===== src/rtl/srb_pkg.sv =====
`timescale 1ns / 1ps
// ----------------------------------------------------------------------------
// srb_pkg
// Shared types, constants and key helpers for the sequence reorder buffer.
// ----------------------------------------------------------------------------
package srb_pkg;

  localparam int unsigned StoreDepth = 32;
  localparam int unsigned CntW       = $clog2(StoreDepth + 1);

  localparam logic [2:0] AddrTwoLevel  = 3'd0;
  localparam logic [2:0] AddrUnordered = 3'd4;

  typedef struct packed {
    logic [31:0] chunk_id;
    logic [30:0] batch_id;
    logic        end_of_chunk;
    logic [6:0]  slot_count;
    logic [47:0] data_offset;
    logic [47:0] data_length;
  } srb_in_t;

  typedef struct packed {
    logic [31:0] out_chunk_id;
    logic [30:0] out_batch_id;
    logic        out_end_of_chunk;
    logic [47:0] out_offset;
    logic [47:0] out_length;
    logic        overflow;
    logic        run_last;
  } srb_out_t;

  typedef enum logic {
    SrcInput   = 1'b0,
    SrcPending = 1'b1
  } srb_src_e;

  typedef struct packed {
    logic     load_in;
    logic     adv_in;
    logic     adv_head;
    logic     pop;
    logic     calc_lt;
    logic     insert;
    logic     emit;
    srb_src_e emit_src;
    logic     emit_ovf;
    logic     emit_last;
  } srb_cmd_t;

  typedef struct packed {
    logic unordered;
    logic in_match;
    logic full;
    logic head_match;
  } srb_sts_t;

  typedef enum logic [3:0] {
    StIdle   = 4'b0001,
    StDecide = 4'b0010,
    StInsert = 4'b0100,
    StCheck  = 4'b1000
  } srb_state_e;

  function automatic logic key_match(srb_in_t e, logic [31:0] exp_major,
                                     logic [30:0] exp_minor, logic two_level);
    if (two_level) begin
      return (e.chunk_id == exp_major) && (e.batch_id == exp_minor);
    end
    return e.chunk_id == exp_major;
  endfunction

  // strict less-than, so a new packet lands ahead of equal keys
  function automatic logic key_lt(srb_in_t a, srb_in_t b, logic two_level);
    if (two_level) begin
      return {a.chunk_id, a.batch_id} < {b.chunk_id, b.batch_id};
    end
    return a.chunk_id < b.chunk_id;
  endfunction

endpackage


===== src/rtl/srb_ctrl.sv =====
`timescale 1ns / 1ps
// ----------------------------------------------------------------------------
// srb_ctrl
// Sequencer: classifies each packet, then stores, releases or drains.
// ----------------------------------------------------------------------------
module srb_ctrl import srb_pkg::*; (
  input  logic     clk_i,
  input  logic     rst_ni,
  input  logic     start,
  output logic     busy,
  input  srb_sts_t sts_i,
  output srb_cmd_t cmd_o
);

  srb_state_e state_q, state_d;

  always_ff @(posedge clk_i or negedge rst_ni) begin
    if (!rst_ni) begin
      state_q <= StIdle;
    end else begin
      state_q <= state_d;
    end
  end

  assign busy = (state_q != StIdle);

  always_comb begin
    state_d = state_q;
    cmd_o   = '0;
    unique case (state_q)
      StIdle: begin
        if (start) begin
          cmd_o.load_in = 1'b1;
          state_d       = StDecide;
        end
      end
      StDecide: begin
        if (sts_i.unordered) begin
          cmd_o.emit      = 1'b1;
          cmd_o.emit_src  = SrcInput;
          cmd_o.emit_last = 1'b1;
          state_d         = StIdle;
        end else if (sts_i.in_match) begin
          cmd_o.adv_in = 1'b1;
          state_d      = StCheck;
        end else if (sts_i.full) begin
          cmd_o.emit      = 1'b1;
          cmd_o.emit_src  = SrcInput;
          cmd_o.emit_ovf  = 1'b1;
          cmd_o.emit_last = 1'b1;
          state_d         = StIdle;
        end else begin
          cmd_o.calc_lt = 1'b1;
          state_d       = StInsert;
        end
      end
      StInsert: begin
        cmd_o.insert = 1'b1;
        state_d      = StIdle;
      end
      StCheck: begin
        // the pending packet goes out; the head follows if it now matches
        cmd_o.emit      = 1'b1;
        cmd_o.emit_src  = SrcPending;
        cmd_o.emit_last = !sts_i.head_match;
        if (sts_i.head_match) begin
          cmd_o.adv_head = 1'b1;
          cmd_o.pop      = 1'b1;
        end else begin
          state_d = StIdle;
        end
      end
      default: state_d = StIdle;
    endcase
  end

endmodule


===== config.mk =====
export PLATFORM = sky130hd
export DESIGN_NAME = srb_ctrl
export DESIGN_NICKNAME = d
export VERILOG_FILES = /design/src/rtl/srb_pkg.sv /design/src/rtl/srb_ctrl.sv
export SDC_FILE = /design/constraint.sdc
export NUM_CORES = 1
export LEC_CHECK = 0
export BUFFER_PORTS_ARGS = -buffer_cell sky130_fd_sc_hd__buf_2
export CAP_MARGIN = 20
export CELL_PAD_IN_SITES_DETAIL_PLACEMENT = 0
export CELL_PAD_IN_SITES_GLOBAL_PLACEMENT = 2
export CORE_MARGIN = 5
export CORE_UTILIZATION = 18
export CTS_CLUSTER_SIZE = 14
export DETAILED_ROUTE_END_ITERATION = 10
export PLACE_DENSITY_LB_ADDON = 0.1
export SYNTH_ARGS = -nofsm -noshare
export SYNTH_HDL_FRONTEND = slang
export SYNTH_SLANG_ARGS = --single-unit

===== constraint.sdc =====
create_clock -name clk_i -period 1.4 [get_ports clk_i]
set_clock_uncertainty 0.15 [all_clocks]
set_input_delay 0 -clock clk_i [delete_from_list [all_inputs] [get_ports clk_i]]
set_output_delay 0 -clock clk_i [all_outputs]
set_load 0.01 [all_outputs]

==> run_results.csv <==
group,metric,value,unit
outcome,status,"complete, but fails checks",
outcome,violations,"setup timing",
timing,tightest_slew,0.262,ns
final_layout,layout_common_cells,"buf_2 (14), dlygate4sd3_1 (6), buf_6 (4), clkbuf_4 (3), buf_4 (3)",
place,place.gp.congestion,0.652,
synth,ys_seq_elements,4,
final_layout,n_antenna_cell,0,
timing,finalHoldViolations,0,
synth,syn-instance-count,30,
floorplan,start_util,0.187,
global_route,globalRouteTotalUtil,0.0738,
clocking,clk_latency,0.24,ns
global_route,overflow,0,
final_layout,layout-drive-gt1-share,0.655,
final_layout,largest_register_ffs,4,
place,place_ws,-0.0554,ns
place,hpwl,615,µm
synth,syn_area,278,µm²
timing,report.final.slew_viol_count,0,
worst_setup_path,reg2reg_depth,5,
min_path,min_path_cells,4,
floorplan,num_rows,14,
final_layout,layout.nets,66,
worst_setup_path,startpoint_type,"register",
timing,layout_setup_ws,-0.245,ns
worst_setup_path,critPathMaxFanout,4,
clocking,cts_tree,"done",
clocking,h-tree-depth,1,
synth,synth_nets,37,
route,postRouteAntennaNets,0,
clocking,cts_made_buffers,3,
place,place_area,390,µm²
global_route,first_global_vias,339,
synth,yosys.cell_types.count,19,
power_and_ir_drop,p_per_area,1170,nW/µm²
timing,timing.fmax,0.608,GHz
global_route,grt_pass1_wl,1370,µm
route,wl_per_cell,10.7,µm
timing,setup_viol,13,
timing,period_minus_slack,1.64,ns
floorplan,io_pins,18,
timing,rsz0062_at_grt,"yes",
worst_setup_path,arrival,1.49,ns
flow_run,max_cap_viol_count,0,
clocking,clk_pin_slew,0.04,ns
synth,ys_warn_count,0,
route,drc,0,
final_layout,design_area,549,µm²
worst_setup_path,end_kind,"output port",
route,drt-vias-per-instance,4.22,
clocking,clock_path_buffers,2,
final_layout,area_delta_synth_final,97.7,%
synth,avgSynthCellArea,9.26,µm²
timing,relSlewSlack,0.823,
timing,period_share,1.17,
worst_setup_path,critPathRequiredTime,1.25,ns
place,io_buffers,17,
floorplan,die_h,49.3,µm
route,drt-pass1-iter-count,1,
route,vias,312,
min_path,hp-class,"in -> reg",
clocking,clock-sinks,4,
worst_setup_path,critPathKind,"reg -> out",
route,drt_iter0_markers,0,
synth,synth_seq_area_share,0.365,
global_route,grt_antenna_before_repair,0,
power_and_ir_drop,ir_worst_vdd,545,µV
timing,hold_ws,0.0846,ns
floorplan,die_w,49.3,µm
clocking,root_buffer,"clkbuf_4",
final_layout,fin_util,0.369,
floorplan,dieArea,2430,µm²
global_route,grt_max_degree,6,
final_layout,final_common_cell,"buf_2",
route,routed_wl,793,µm
floorplan,core_area,1490,µm²
final_layout,reg_top3,"state_q: 4 flops",
final_layout,top_register,"state_q",
power_and_ir_drop,p_leak,0.277,nW
-- metal layers --
| layer | part of all wire | wire length [µm] | up-vias | GRT usage |
|---|---|---|---|---|
| met1 | 0.34 | 268 | 146 | 0.0738 |
| met2 | 0.60 | 476 | 8 | 0.122 |
| li1 | - | - | 158 | - |
| met4 | 0 | 0 | 0 | 0.0807 |
| met3 | 0.059 | 47 | 0 | 0.00917 |
| met5 | 0 | 0 | - | 0 |
-- final timing paths --
check,from,end,slack (ns)
setup reg to reg,state_q[2],state_q[0],-0.16
min in group asynchronous,rst_ni,state_q[0],0.10
max in group asynchronous,rst_ni,state_q[3],0.43
hold reg to reg,state_q[3],state_q[0],0.59
hold / removal,sts_i[3],state_q[0],0.08
setup / recovery,state_q[2],cmd_o[1],-0.24
-- cell type report --
| type | count | area [µm²] |
|---|---|---|
| fill | 162 | 940 |
| timing repair buffer | 27 | 198 |
| inverter | 4 | 22.5 |
| multi-input combinational | 19 | 180 |
| sequential | 4 | 103 |
| clock buffer | 4 | 26.3 |
| tap | 16 | 20.0 |
-- synthesized netlist by cell type --
master / instances / area share
nand2_1: 1 / 0.014
or4b_4: 1 / 0.050
nand2_2: 1 / 0.023
nor2_1: 1 / 0.014
and2_1: 2 / 0.045
nand2b_1: 1 / 0.023
nor3b_1: 1 / 0.027
nor4b_2: 1 / 0.054
buf_4: 3 / 0.081
inv_1: 3 / 0.041
dfstp_2: 1 / 0.095
nor4b_1: 2 / 0.063
o2bb2ai_2: 1 / 0.054
o21ai_1: 3 / 0.054
clkinv_2: 1 / 0.018
o21ai_0: 1 / 0.018
nor3_1: 2 / 0.036
dfrtp_1: 3 / 0.27
nor2b_1: 1 / 0.023
-- cells by family after synthesis --
logic type | synth area share
AND/OR/NAND/NOR | 0.369
buffers and inverters | 0.140
flip-flops | 0.365
AO/OA/AOI/OAI | 0.126
-- where the power goes --
group | total, mW | internal (mW) | switching (mW)
clock network | 0.156 | 0.107 | 0.0487
registers | 0.190 | 0.155 | 0.0352
logic | 0.294 | 0.166 | 0.128
total | 0.640 | 0.428 | 0.212
-- critical path: stages (launching register included) --
cell and delay [ns]:
dfrtp_1 0.42, nor4b_4 0.32, nand2b_1 0.17, nor3b_2 0.19, buf_2 0.15
-- through the flow --
stage | setup TNS [ns] | instances | power, mW
2_1_floorplan | 0 | 30 | 0.330
6_report | -2.14 | 74 | 0.640
4_1_cts | -2.20 | 74 | 0.648
5_1_grt | -3.19 | 74 | 0.700
3_3_place_gp | -0.0741 | 62 | 0.447
3_5_place_dp | -0.115 | 62 | 0.444
-- timing repair --
action	in CTS	in global routing
hold endpoints to repair	8	0
gates resized for setup	6	6
buffers inserted	2	1
pin swaps	2	3
hold buffers	6	0
cloned	0	0
endpoints found under the setup margin	11	13
Note: power is estimated with default switching activity, not from simulation.
